## src/sv/lcvm_pkg.sv

```systemverilog
// ---------------------------------------------------------------------------
// lcvm_pkg
// Shared types and constants of the segment clipper with viewport mapping.
// ---------------------------------------------------------------------------
package lcvm_pkg;

  localparam int CoordBits  = 16;
  localparam int DiffBits   = CoordBits + 1;
  localparam int CfgIdxBits = 3;
  localparam int NumEdges   = 4;
  localparam int NumPoints  = 4;
  localparam int QueueDepth = 4;
  localparam int QueuePtrW  = 2;

  // Configuration register indexes.
  localparam logic [CfgIdxBits-1:0] CFG_WIN_X_MIN  = 3'd0;
  localparam logic [CfgIdxBits-1:0] CFG_WIN_Y_MIN  = 3'd1;
  localparam logic [CfgIdxBits-1:0] CFG_WIN_X_MAX  = 3'd2;
  localparam logic [CfgIdxBits-1:0] CFG_WIN_Y_MAX  = 3'd3;
  localparam logic [CfgIdxBits-1:0] CFG_VIEW_X_MIN = 3'd4;
  localparam logic [CfgIdxBits-1:0] CFG_VIEW_Y_MIN = 3'd5;
  localparam logic [CfgIdxBits-1:0] CFG_VIEW_X_MAX = 3'd6;
  localparam logic [CfgIdxBits-1:0] CFG_VIEW_Y_MAX = 3'd7;

  typedef logic signed [CoordBits-1:0] coord_t;

  localparam coord_t EdgeMinRst = CoordBits'(0);
  localparam coord_t EdgeMaxRst = CoordBits'(8000);

  typedef struct packed {
    coord_t start_x;
    coord_t start_y;
    coord_t end_x;
    coord_t end_y;
  } seg_in_t;

  typedef struct packed {
    logic   visible;
    coord_t out_start_x;
    coord_t out_start_y;
    coord_t out_end_x;
    coord_t out_end_y;
  } seg_out_t;

  typedef struct packed {
    coord_t win_x_min;
    coord_t win_y_min;
    coord_t win_x_max;
    coord_t win_y_max;
    coord_t view_x_min;
    coord_t view_y_min;
    coord_t view_x_max;
    coord_t view_y_max;
  } clip_cfg_t;

  // One window edge in sign/magnitude form: t = q / p.
  typedef struct packed {
    logic                pzero;
    logic                pneg;
    logic                qneg;
    logic [DiffBits-1:0] pmag;
    logic [DiffBits-1:0] qmag;
  } edge_cls_t;

  typedef struct packed {
    coord_t                      x0;
    coord_t                      y0;
    logic signed [DiffBits-1:0]  dx;
    logic signed [DiffBits-1:0]  dy;
    logic                        win_ok;
    edge_cls_t [NumEdges-1:0]    edges;
  } seg_cls_t;

endpackage

```

## src/sv/lcvm_fifo.sv

```systemverilog
// ---------------------------------------------------------------------------
// lcvm_fifo
// Short queue of classified segments between the front and the back end.
// ---------------------------------------------------------------------------
module lcvm_fifo (
  input  logic               clk,
  input  logic               rst_n,
  input  logic               push_valid,
  output logic               push_ready,
  input  lcvm_pkg::seg_cls_t push_data,
  output logic               pop_valid,
  input  logic               pop_ready,
  output lcvm_pkg::seg_cls_t pop_data
);
  import lcvm_pkg::*;

  seg_cls_t               mem_r [QueueDepth];
  logic [QueuePtrW-1:0]   wr_ptr_r, rd_ptr_r;
  logic [QueuePtrW:0]     cnt_r;
  logic                   push, pop;

  assign push_ready = (cnt_r != (QueuePtrW+1)'(QueueDepth));
  assign pop_valid  = (cnt_r != '0);
  assign push       = push_valid && push_ready;
  assign pop        = pop_valid && pop_ready;
  assign pop_data   = mem_r[rd_ptr_r];

  always_ff @(posedge clk) begin
    if (!rst_n) begin
      wr_ptr_r <= '0;
      rd_ptr_r <= '0;
      cnt_r    <= '0;
    end else begin
      if (push) wr_ptr_r <= wr_ptr_r + 1'b1;
      if (pop)  rd_ptr_r <= rd_ptr_r + 1'b1;
      cnt_r <= cnt_r + (QueuePtrW+1)'(push) - (QueuePtrW+1)'(pop);
    end
  end

  always_ff @(posedge clk) begin
    if (push) mem_r[wr_ptr_r] <= push_data;
  end

endmodule

```

## config.mk

```make
export PLATFORM = sky130hd
export DESIGN_NAME = lcvm_fifo
export DESIGN_NICKNAME = d
export VERILOG_FILES = /design/src/sv/lcvm_pkg.sv /design/src/sv/lcvm_fifo.sv
export SDC_FILE = /design/constraint.sdc
export NUM_CORES = 1
export LEC_CHECK = 0
export ABC_AREA = 1
export BUFFER_PORTS_ARGS = -buffer_cell sky130_fd_sc_hd__buf_4
export CAP_MARGIN = 15
export CORE_MARGIN = 5
export CORE_UTILIZATION = 45
export CTS_CLUSTER_SIZE = 12
export DETAILED_ROUTE_END_ITERATION = 8
export GPL_TIMING_DRIVEN = 0
export HOLD_SLACK_MARGIN = 0.02
export PLACE_DENSITY = 0.73
export SYNTH_ARGS = -nofsm -noshare
export SYNTH_HDL_FRONTEND = slang
export SYNTH_SLANG_ARGS = --single-unit
export TNS_END_PERCENT = 10
```

## constraint.sdc

```tcl
create_clock -name clk -period 23.8 [get_ports clk]
set_input_delay 4.76 -clock clk [delete_from_list [all_inputs] [get_ports clk]]
set_output_delay 4.76 -clock clk [all_outputs]
set_load 0.03 [all_outputs]
```

Word level (Yosys, flattened, before mapping)
Memory sizes are Yosys's and may differ from the RTL's. A register that Yosys moved wholly into a read port is not among the register bits.
Cells that the tools add are included.
{ "word_totals": {"inputBits": 219, "out_inout_bits": 217, "ram_bits": 860, "mem_count": 1, "word_cells": 16, "regBits": 7} }
{ "memory_table": {"columns": ["memory", "words", "width", "read_ports", "rd_clocked_by_memory_dff", "wr", "line_no", "rtl"], "rows": [
  ["mem_r", 4, 215, 1, 1, 1, "lcvm_fifo.sv:17", "seg_cls_t mem_r [QueueDepth];"]
]} }
{ "classes": {"n_reduce_logical": 3, "n_eq_ne": 1, "n_addsub": 4, "n_mux": 4} }
{ "ops": {"columns": ["cell", "count"], "rows": [
  ["$add 2x1->2 const B", 2],
  ["$mux 2", 2],
  ["$add 3x1->3", 1],
  ["$ne 3x3->1 const B", 1],
  ["$reduce_bool 3->1", 1],
  ["$sub 3x1->3", 1],
  ["$logic_and 1x1->1", 2],
  ["$mux 1", 2]
]} }

Depth between registers and ports, before layout
{ "depth": {"word_depth": 4, "ltp_mapped": 10, "ltp_nobuf": 10} }

Worst setup path after synthesis
No wires, ideal clock.
{ "synth_path": {"path_type": "input port to flip-flop", "from": "input port push_valid", "to": "memory mem_r[0][0] (netlist name), enable pin", "cell_stages": 2, "required_time_ns": 23.005, "setup_time_ns": 0.795, "t_arrival_ns": 13.810, "setup_slack_ns": 9.194, "n_path_buf": 0, "path_cell_list": "nand2_1 nor2_1"} }
{ "synth_via": {"elab_chain_cells": 3} }
{ "synth_rtl": {"columns": ["item", "line_no", "rtl"], "rows": [
  ["from (decl)", "lcvm_fifo.sv:8", "input logic push_valid,"],
  ["$logic_and 1x1->1", "lcvm_fifo.sv:24", "assign push = push_valid && push_ready;"],
  ["$mux 1", "lcvm_fifo.sv:41", "if (push) mem_r[wr_ptr_r] <= push_data;"],
  ["$mux 1 (implied by the code)", "lcvm_fifo.sv:41", null],
  ["to (decl)", "lcvm_fifo.sv:17", null]
]} }
Every way passes these cells.

==> results.md <==
- Core ar.: 71,400 µm²
- Crit-path max cell delay: 0.47 ns
- DR DRC count: 0
- Worst hold path class: flop to flop
- # hold bufs at CTS: 0
- Via density: 5.58
- Crit path DAT: 2.71 ns
- Critical path's slowest cell: buf_2
- Yosys cell types: 20
- Synth Area in XOR/XNOR: 0%
- Final Cell Area: 40,300 µm²
- Top-area cell type share of the netlist area: 79.9%
- Worst path top cell family by delay: buffers and inverters
- Min cycle time layout: 7.47 ns
- Initial DRC Count: 2,111
- Die Wd: 278 µm
- RePlAce Congestion: 0.805
- H-tree levels: 3
- Crit path capture type: primary output
- Simple-gate area share of the yosys netlist: 5.33%
- Overflow after GRT: 0
- Antenna-violating nets left: 0
- DP Cell Count: 3,564
- Clk slew on worst S/H paths: 0.05 ns
- Critical path endpoint: pop_data[136]
- R2r startpoint: cnt_r[1]
- Slew @ Worst Pin: 0.931 ns
- Compound-Gate Fraction of Synth Area: 10.9%
- CTS resizes: 0
- Mean Syn Cell Area: 15.1 µm²
- Non-Filler Instances: 3,723
- FF-to-FF path depth: 8
- Adder-Cell Fraction of Synth Area: 0.294%
- Cell Chain, Critical Path: buf_4, inv_2, buf_2, buf_2, o21ai_0, o22ai_1, buf_4
- Post-synthesis mux area share: 0%
- Number of fill cells: 5,520
- Commonest non-fill, non-tap cell in the layout: edfxtp_1
- Final nets: 2,932
- Routed via count: 20,800
- Std cell rows: 98
- WP buf/inv: 5
- Post-Synthesis Net Count: 2,370
- Clk root buf: clkbuf_16
- HPWL after DPL: 58,200 µm
- Commonest cells after routing, fill and taps aside: edfxtp_1 (860), buf_4 (457), nor2_1 (438)
- CTS tree: built
- Largest net degree at the start of global routing: 28
- Post-CTS setup repair buffer count: 0
- Global-route wire length before repair: 129,000 µm
- DRT Wirelength: 87,600 µm
- Final core utilization: 56.4%
- Die height: 278 µm
- Longest Clk Path Bufs: 3
- CTS Buf Count: 90
- Post-Synthesis Cell Area: 32,300 µm²
- WS Path Type: flop to primary output
- Final Cycle Share: 31.4%
- Seq cells post-synth: 869
- Detailed Routing Iterations Pass 1: 7
- Clock skew: 0.0204 ns
- Io pins: 436
- Sequential area share after synthesis: 80.4%
- Crit path depth: 7
- Cell count after synthesis: 2,144
- Setup-failing EPs final: 0
- RSZ-0062 raised after global routing: false
- Combinational family with the most area after synthesis: compound AO/OA/AOI/OAI gates
- DR WL/cell: 23.5 µm
- Pins Over Slew Limit: 0
- Clk sinks: 869
- Yosys warns: 0
- Leakage power: 14.1 nW
- Status: completed
- Die Area: 77,300 µm²
- Share of cells above drive strength 1: 24.5%
- Worst r2r dst: mem_r[3][109]
- Hold Path Stages: 2
- Initial antenna violation count: 17
- Area leader, netlist: edfxtp_1
- All-layer global routing usage: 21.8%
- Final hold violation count: 0
- Vias in the first global route: 21,100
- IO buf count: 435
- Reg2Reg Setup Slack: 20.66 ns
- Normalized max-slew margin: 37.8%
- Startpoint types: flop
- Sum Neg Setup Slack: 0 ns
- Max Cap Viol: 0
- Largest cells by area after synthesis: edfxtp_1 (80%), o21ai_0 (5.7%), nor2_1 (5.1%)
- Initial Util: 45.3%
- CP max FO: 10
- CP required: 19.04 ns
- Placed cell areas: 37,600 µm²
- Clk Latency, worst-skew pair: 0.64 ns
- Fmax: 134 MHz
- Area Overhead vs Synth: 24.5%
- Pwr Density: 114 nW/µm²
- IR drop worst, VDD: 0.0800 mV
-- worst min-delay path, stage by stage, from the launching register on --
cell and delay, ns:
dfxtp_1 0.33, a21oi_1 0.06, nor2_1 0.07
-- metrics by stage --
step	power, mW	hold slack [ns]	worst slack (ns)
after floorplan	2.78	0.448	9.19
after global placement	3.40	0.461	1.47
after detailed placement	3.36	0.479	16.54
after CTS	4.64	0.493	16.19
after global routing	4.80	0.543	16.18
final	4.61	0.499	16.33
-- flip-flops by register name, summed over array words and instances, names as in the netlist, named ones only --
| register | cells |
|---|---|
| rd_ptr_r | 2 |
| cnt_r | 3 |
| wr_ptr_r | 2 |
| mem_r | 860 |
-- report_power, final --
group	switching, mW	leakage, nW	internal, mW
logic	0.982	4.81	0.450
registers	0.0347	7.95	1.86
clock network	0.544	1.30	0.738
-- Yosys cell counts, drive strengths merged --
cell type,n
nand2,13
nand3,3
inv,16
edfxtp,860
a21oi,4
clkbuf,52
nor2,442
ha,6
fa,1
dfxtp,9
o21ai,431
o22ai,215
a21boi,2
buf,90
-- cell type report --
class | count | area, µm² | share of cell area [%]
antenna | 13 | 32.5 | 0.0808
clock inverter | 31 | 241 | 0.600
timing repair buffer | 470 | 4000 | 9.95
buffer | 142 | 903 | 2.24
clock buffer | 115 | 2430 | 6.04
inverter | 16 | 67.6 | 0.168
sequential | 869 | 26000 | 64.6
tap | 950 | 1190 | 2.95
multi-input combinational | 1117 | 5390 | 13.4
-- worst min path at each step --
stage               slack, ns     endpoint        start
floorplan                0.45         flop  rd_ptr_r[0]
global placement         0.46  rd_ptr_r[0]  rd_ptr_r[0]
detailed placement       0.48         flop  rd_ptr_r[0]
CTS                      0.49         flop  rd_ptr_r[0]
global route             0.54         flop  rd_ptr_r[0]
finish                   0.50         flop  rd_ptr_r[0]
-- kinds of logic (layout without fill, tap and decap cells) --
kind of cell / count (synthesis) / after routing
compound gates: 652 / 652
fa+ha+maj: 7 / 7
buf+inv: 158 / 774
flops: 869 / 869
other cells: 0 / 13
simple gates: 458 / 458
-- metal layers --
layer	up-vias	part of all wire [%]	global-route usage, %
li1	9287	-	-
met1	10400	38	28.0
met2	928	50	36.3
met3	163	8.2	5.10
met4	4	3.8	8.48
met5	-	0.029	0
Power figures use the tool's default switching activity.
