### src/sv/lcvm_pkg.sv
// ---------------------------------------------------------------------------
// lcvm_pkg
// Shared types and constants of the segment clipper with viewport mapping.
// ---------------------------------------------------------------------------
package lcvm_pkg;

  localparam int CoordBits  = 16;
  localparam int DiffBits   = CoordBits + 1;
  localparam int CfgIdxBits = 3;
  localparam int NumEdges   = 4;
  localparam int NumPoints  = 4;
  localparam int QueueDepth = 4;
  localparam int QueuePtrW  = 2;

  // Configuration register indexes.
  localparam logic [CfgIdxBits-1:0] CFG_WIN_X_MIN  = 3'd0;
  localparam logic [CfgIdxBits-1:0] CFG_WIN_Y_MIN  = 3'd1;
  localparam logic [CfgIdxBits-1:0] CFG_WIN_X_MAX  = 3'd2;
  localparam logic [CfgIdxBits-1:0] CFG_WIN_Y_MAX  = 3'd3;
  localparam logic [CfgIdxBits-1:0] CFG_VIEW_X_MIN = 3'd4;
  localparam logic [CfgIdxBits-1:0] CFG_VIEW_Y_MIN = 3'd5;
  localparam logic [CfgIdxBits-1:0] CFG_VIEW_X_MAX = 3'd6;
  localparam logic [CfgIdxBits-1:0] CFG_VIEW_Y_MAX = 3'd7;

  typedef logic signed [CoordBits-1:0] coord_t;

  localparam coord_t EdgeMinRst = CoordBits'(0);
  localparam coord_t EdgeMaxRst = CoordBits'(8000);

  typedef struct packed {
    coord_t start_x;
    coord_t start_y;
    coord_t end_x;
    coord_t end_y;
  } seg_in_t;

  typedef struct packed {
    logic   visible;
    coord_t out_start_x;
    coord_t out_start_y;
    coord_t out_end_x;
    coord_t out_end_y;
  } seg_out_t;

  typedef struct packed {
    coord_t win_x_min;
    coord_t win_y_min;
    coord_t win_x_max;
    coord_t win_y_max;
    coord_t view_x_min;
    coord_t view_y_min;
    coord_t view_x_max;
    coord_t view_y_max;
  } clip_cfg_t;

  // One window edge in sign/magnitude form: t = q / p.
  typedef struct packed {
    logic                pzero;
    logic                pneg;
    logic                qneg;
    logic [DiffBits-1:0] pmag;
    logic [DiffBits-1:0] qmag;
  } edge_cls_t;

  typedef struct packed {
    coord_t                      x0;
    coord_t                      y0;
    logic signed [DiffBits-1:0]  dx;
    logic signed [DiffBits-1:0]  dy;
    logic                        win_ok;
    edge_cls_t [NumEdges-1:0]    edges;
  } seg_cls_t;

endpackage

### src/sv/lcvm_front.sv
// ---------------------------------------------------------------------------
// lcvm_front
// Accepts segments and sorts them into the left, right, bottom and top edge tests of the clipper.
// ---------------------------------------------------------------------------
module lcvm_front (
  input  logic                clk,
  input  logic                rst_n,
  input  logic                in_valid,
  output logic                in_ready,
  input  lcvm_pkg::seg_in_t   in_data,
  input  lcvm_pkg::clip_cfg_t cfg,
  output logic                q_valid,
  input  logic                q_ready,
  output lcvm_pkg::seg_cls_t  q_data
);
  import lcvm_pkg::*;

  seg_cls_t                   front_r;
  seg_cls_t                   cls_nxt;
  logic                       front_vld_r;
  logic signed [DiffBits-1:0] x0e, y0e, x1e, y1e, dx, dy;
  logic signed [DiffBits-1:0] qv [NumEdges];
  logic [DiffBits-1:0]        dx_mag, dy_mag;
  logic                       dx_zero, dy_zero;

  function automatic logic [DiffBits-1:0] mag_of(input logic signed [DiffBits-1:0] v);
    return v[DiffBits-1] ? DiffBits'(-v) : DiffBits'(v);
  endfunction

  assign x0e = DiffBits'(in_data.start_x);
  assign y0e = DiffBits'(in_data.start_y);
  assign x1e = DiffBits'(in_data.end_x);
  assign y1e = DiffBits'(in_data.end_y);
  assign dx  = x1e - x0e;
  assign dy  = y1e - y0e;
  assign dx_mag  = mag_of(dx);
  assign dy_mag  = mag_of(dy);
  assign dx_zero = (dx == '0);
  assign dy_zero = (dy == '0);

  // Edges in the order left, right, bottom, top.
  assign qv[0] = x0e - DiffBits'(cfg.win_x_min);
  assign qv[1] = DiffBits'(cfg.win_x_max) - x0e;
  assign qv[2] = y0e - DiffBits'(cfg.win_y_min);
  assign qv[3] = DiffBits'(cfg.win_y_max) - y0e;

  always_comb begin
    cls_nxt.x0     = in_data.start_x;
    cls_nxt.y0     = in_data.start_y;
    cls_nxt.dx     = dx;
    cls_nxt.dy     = dy;
    cls_nxt.win_ok = (cfg.win_x_max > cfg.win_x_min) && (cfg.win_y_max > cfg.win_y_min);
    for (int e = 0; e < NumEdges; e++) begin
      cls_nxt.edges[e].qneg = qv[e][DiffBits-1];
      cls_nxt.edges[e].qmag = mag_of(qv[e]);
    end
    // Left and bottom use p = -d, right and top use p = d.
    cls_nxt.edges[0].pzero = dx_zero;
    cls_nxt.edges[0].pneg  = !dx[DiffBits-1] && !dx_zero;
    cls_nxt.edges[0].pmag  = dx_mag;
    cls_nxt.edges[1].pzero = dx_zero;
    cls_nxt.edges[1].pneg  = dx[DiffBits-1];
    cls_nxt.edges[1].pmag  = dx_mag;
    cls_nxt.edges[2].pzero = dy_zero;
    cls_nxt.edges[2].pneg  = !dy[DiffBits-1] && !dy_zero;
    cls_nxt.edges[2].pmag  = dy_mag;
    cls_nxt.edges[3].pzero = dy_zero;
    cls_nxt.edges[3].pneg  = dy[DiffBits-1];
    cls_nxt.edges[3].pmag  = dy_mag;
  end

  assign in_ready = !front_vld_r || q_ready;
  assign q_valid  = front_vld_r;
  assign q_data   = front_r;

  always_ff @(posedge clk) begin
    if (!rst_n) begin
      front_vld_r <= 1'b0;
    end else if (in_ready) begin
      front_vld_r <= in_valid;
    end
  end

  always_ff @(posedge clk) begin
    if (in_valid && in_ready) begin
      front_r <= cls_nxt;
    end
  end

endmodule

### config.mk
export PLATFORM = sky130hd
export DESIGN_NAME = lcvm_front
export DESIGN_NICKNAME = d
export VERILOG_FILES = /design/src/sv/lcvm_pkg.sv /design/src/sv/lcvm_front.sv
export SDC_FILE = /design/constraint.sdc
export NUM_CORES = 1
export LEC_CHECK = 0
export BUFFER_PORTS_ARGS = -buffer_cell sky130_fd_sc_hd__buf_2
export CAP_MARGIN = 25
export CELL_PAD_IN_SITES_DETAIL_PLACEMENT = 0
export CELL_PAD_IN_SITES_GLOBAL_PLACEMENT = 2
export CORE_UTILIZATION = 34
export DETAILED_ROUTE_END_ITERATION = 8
export GPL_ROUTABILITY_DRIVEN = 0
export PLACE_DENSITY_LB_ADDON = 0.1
export SYNTH_ARGS = -nofsm -noshare
export SYNTH_HDL_FRONTEND = slang
export SYNTH_SLANG_ARGS = --single-unit
export TNS_END_PERCENT = 20
### constraint.sdc
create_clock -name clk -period 11.35 [get_ports clk]
set_clock_uncertainty 0.1 [all_clocks]
set_input_delay 0.5675 -clock clk [delete_from_list [all_inputs] [get_ports clk]]
set_output_delay 0.5675 -clock clk [all_outputs]
set_load 0.05 [all_outputs]
# Word-level counts from Yosys, hierarchy flattened
# Index checks and enable logic that the tools add are counted.
# classes
n_reduce_logical	12
addsub	12
mux	6
magnitude_cmp	2
# op_table
op	count
$neg 17->17	6
$sub 16x16->17	6
$mux 16	6
$logic_not 17->1	2
$gt 16x16->1	2
$logic_not 1->1	5
$logic_and 1x1->1	4
$logic_or 1x1->1	1
# word_totals
register_bits	180
inputBits	196

# Depth between registers and ports, before layout
# depth
word_depth	4
depth_mapped	15
depth_no_buf	15

# Worst setup path after synthesis
# No wires, ideal clock.
# synth_timing
kind	input -> register
start	in q_ready
end	reg front_r, in the netlist q_data[0] (enable)
t_required_ns	10.694
arrival_ns	5.091
n_path_buf	0
path_slack_ns	5.603
cell_stages	2
setup_time_ns	0.556
cell_sequence	nand2b_1 > and2_1
# synth_via
elab_chain_len	2
# synth_lines
item	line_no	source
start, declared	lcvm_front.sv:13	input logic q_ready,
$logic_or 1x1->1	lcvm_front.sv:72	assign in_ready = !front_vld_r || q_ready;
$logic_and 1x1->1	lcvm_front.sv:85	if (in_valid && in_ready) begin
end signal, assigned	lcvm_front.sv:86	front_r <= cls_nxt;
end, declared	lcvm_front.sv:18	seg_cls_t front_r;
# Every way passes these cells.
# A chain may end at the register's enable or synchronous reset.

==> impl_metrics.yaml <==
route:
  wire_per_inst_um: 17.4
  antenna_left: 0
  initialDrtViolationCount: 423
  drc: 0
  vias: 11157
  routed_wl_mm: 38.5
  drtPass1Iterations: 6
  vias_per_cell: 5.03
cells_and_area:
  fillers: 4025
  seqCellArea_mm2: 0.00528
  multi_input_area_mm2: 0.00747
  final_common_cell: "buf_2"
  most-common-layout-cells: "348 x buf_2, 175 x edfxtp_1, 138 x ha_1"
  drive_gt1_share_pct: 24.9
  fin_nets: 2021
  fin_util_pct: 41.5
  area_delta_synth_final_pct: 19.2
global_route:
  gr-total-overflow: 0
  grtUsageTotal_pct: 18.7
  grt_pass1_vias: 10891
  grt_max_degree: 69
  grt_antenna_before_repair: 10
  grt_pass1_wl_mm: 59.0
cts:
  postCtsHoldBufs: 0
  clkTransAtPathRegs_ps: 90
  post_cts_resized: 0
  clkLatencyLatePin_ps: 450
  postCtsSetupRepairBufs: 0
  htreeDepth: 4
  cts.sinks: 176
  cts_tree: "yes"
  root_buffer: "clkbuf_16"
  cts_buffer_depth: 2
  numCtsBuffers: 17
critical_path:
  critPathMaxFanout: 5
  critical_path_arrival_ps: 3980
  path_class: "in2reg"
  required_ps: 11460
  cp-start-kind: "primary input"
  crit_path_end_kind: "register"
timing:
  fin_crit_sh_pct: 34.1
  slew_headroom_pct: 39.4
  final-hold-violation-count: 0
  slew_violations: 0
  hold_ws_ps: 210
  min_period_ps: 3870
  fmax_mhz: 259
  setup-violations-final: 0
  fin_setup_tns_ps: 0
  rsz0062_at_grt: "no"
  worst_slew_pin_slew_ps: 909
floorplan:
  die_x_um: 202
  ios: 413
  coreArea_mm2: 0.0391
  start_util_pct: 34.8
  die_area_mm2: 0.0408
  die_h_um: 202
  rows: 72
synth:
  syn_nets: 1715
  synth-simple-area-share_pct: 14.6
  yosysWarningCount: 0
  synth-compound-area-share_pct: 17.2
  synth_edf_count: 175
  ys_ff_latch: 176
  syn_inst: 1375
  synthMuxAreaShare_pct: 0.827
  synth_xor_area_share_pct: 8.69
  synth_fa_ha_area_share_pct: 13.6
  syn_avg_cell_area_um2: 9.90
  syn_area_mm2: 0.0136
  async_reset_ff_share_pct: 0
  synth_top_family_by_area: "compound AO/OA/AOI/OAI gates"
  synth_cell_type_count: 89
  ys.flop_type: "edfxtp_1"
  seq_area_frac_synth_pct: 38.7
power:
  powerDensity_mw_per_mm2: 161
  finalPower_mw: 2.61
  p_leak_nw: 6.98
  ir_drop_v: 0.000102
job:
  drv_cap: 0
placement:
  dp_hpwl_mm: 31.4
  numPortBuffers: 348
worst_hold_path:
  hold_path_class: "in2reg"
outcome:
  status: "finished clean"
## report_power, final
group | internal (mW) | total [mW] | switching [mW]
clock | 0.292 | 0.592 | 0.301
combinational | 0.326 | 1.14 | 0.812
sequential | 0.850 | 0.877 | 0.0270
## worst max-delay path, stage by stage
cell and delay [ps]:
buf_2 150, inv_1 240, ha_1 280, nor2b_1 150, o31a_1 260, o21a_1 170
nor2_1 100, xor2_1 390, inv_1 110, nor4_1 670, nand2b_1 130, or4_1 420
ha_1 290, nor2_1 40
## worst paths after layout
kind | startpoint | to | cells past startpoint | slack, ps
setup reg to reg | q_valid | q_data[177] | 4 | 8230
hold / removal | in_data[47] | q_data[198] | 1 | 210
setup / recovery | in_data[33] | q_data[144] | 14 | 7480
hold reg to reg | q_valid | q_valid | 2 | 460
## logic make-up (layout without fill, tap and decap cells)
group	after synthesis	count (layout)
mux	11	11
simple gates	378	378
compound gates	344	344
fa+ha+maj	144	144
flops	176	176
xor+xnor	135	135
other cells	0	6
buf+inv	187	506
## Yosys cell counts, types with 18 or more instances
library cell	n	area share [%]
a31oi_1	19	0.87
nor2_1	100	2.8
nor4_1	21	0.97
buf_4	40	2.2
a21oi_1	82	3.0
o21a_1	28	1.5
edfxtp_1	175	39
o31ai_1	18	0.99
nand3_1	32	1.2
ha_1	138	13
nand2_1	65	1.8
nor2b_1	21	0.97
clkbuf_1	21	0.58
xor2_1	52	3.3
inv_1	120	3.3
a21o_1	22	1.2
o21ai_0	67	2.5
xnor2_1	83	5.3
nor3_1	34	1.2
## registers in the layout, indices dropped and copies added (netlist names)
register / count
q_data: 175
q_valid: 1
## metal layers
layer  GRT usage, %  share of wire, %
met1           21.9                42
met2           33.9                51
met3           4.63               5.3
met4           4.48               1.1
met5              0              0.19
## per-stage QoR
step | instance area (um2) | instances | setup slack, ps
final | 16200 | 2218 | 7480
after global routing | 16200 | 2216 | 7260
after CTS | 16200 | 2211 | 7460
after detailed placement | 15600 | 2179 | 6970
after global placement | 15600 | 2179 | 6970
after floorplan | 13600 | 1375 | 5600
## final cells by class
class | instances | share of cell area, %
diodes | 6 | 0.0925
clock buffers | 17 | 2.62
clock inverters | 15 | 0.910
inverters | 121 | 2.80
multi-input cells | 1012 | 46.1
flip-flops and latches | 176 | 32.5
well taps | 518 | 4.00
repair buffers | 353 | 11.0
Note: power is estimated with default switching activity, not from simulation.
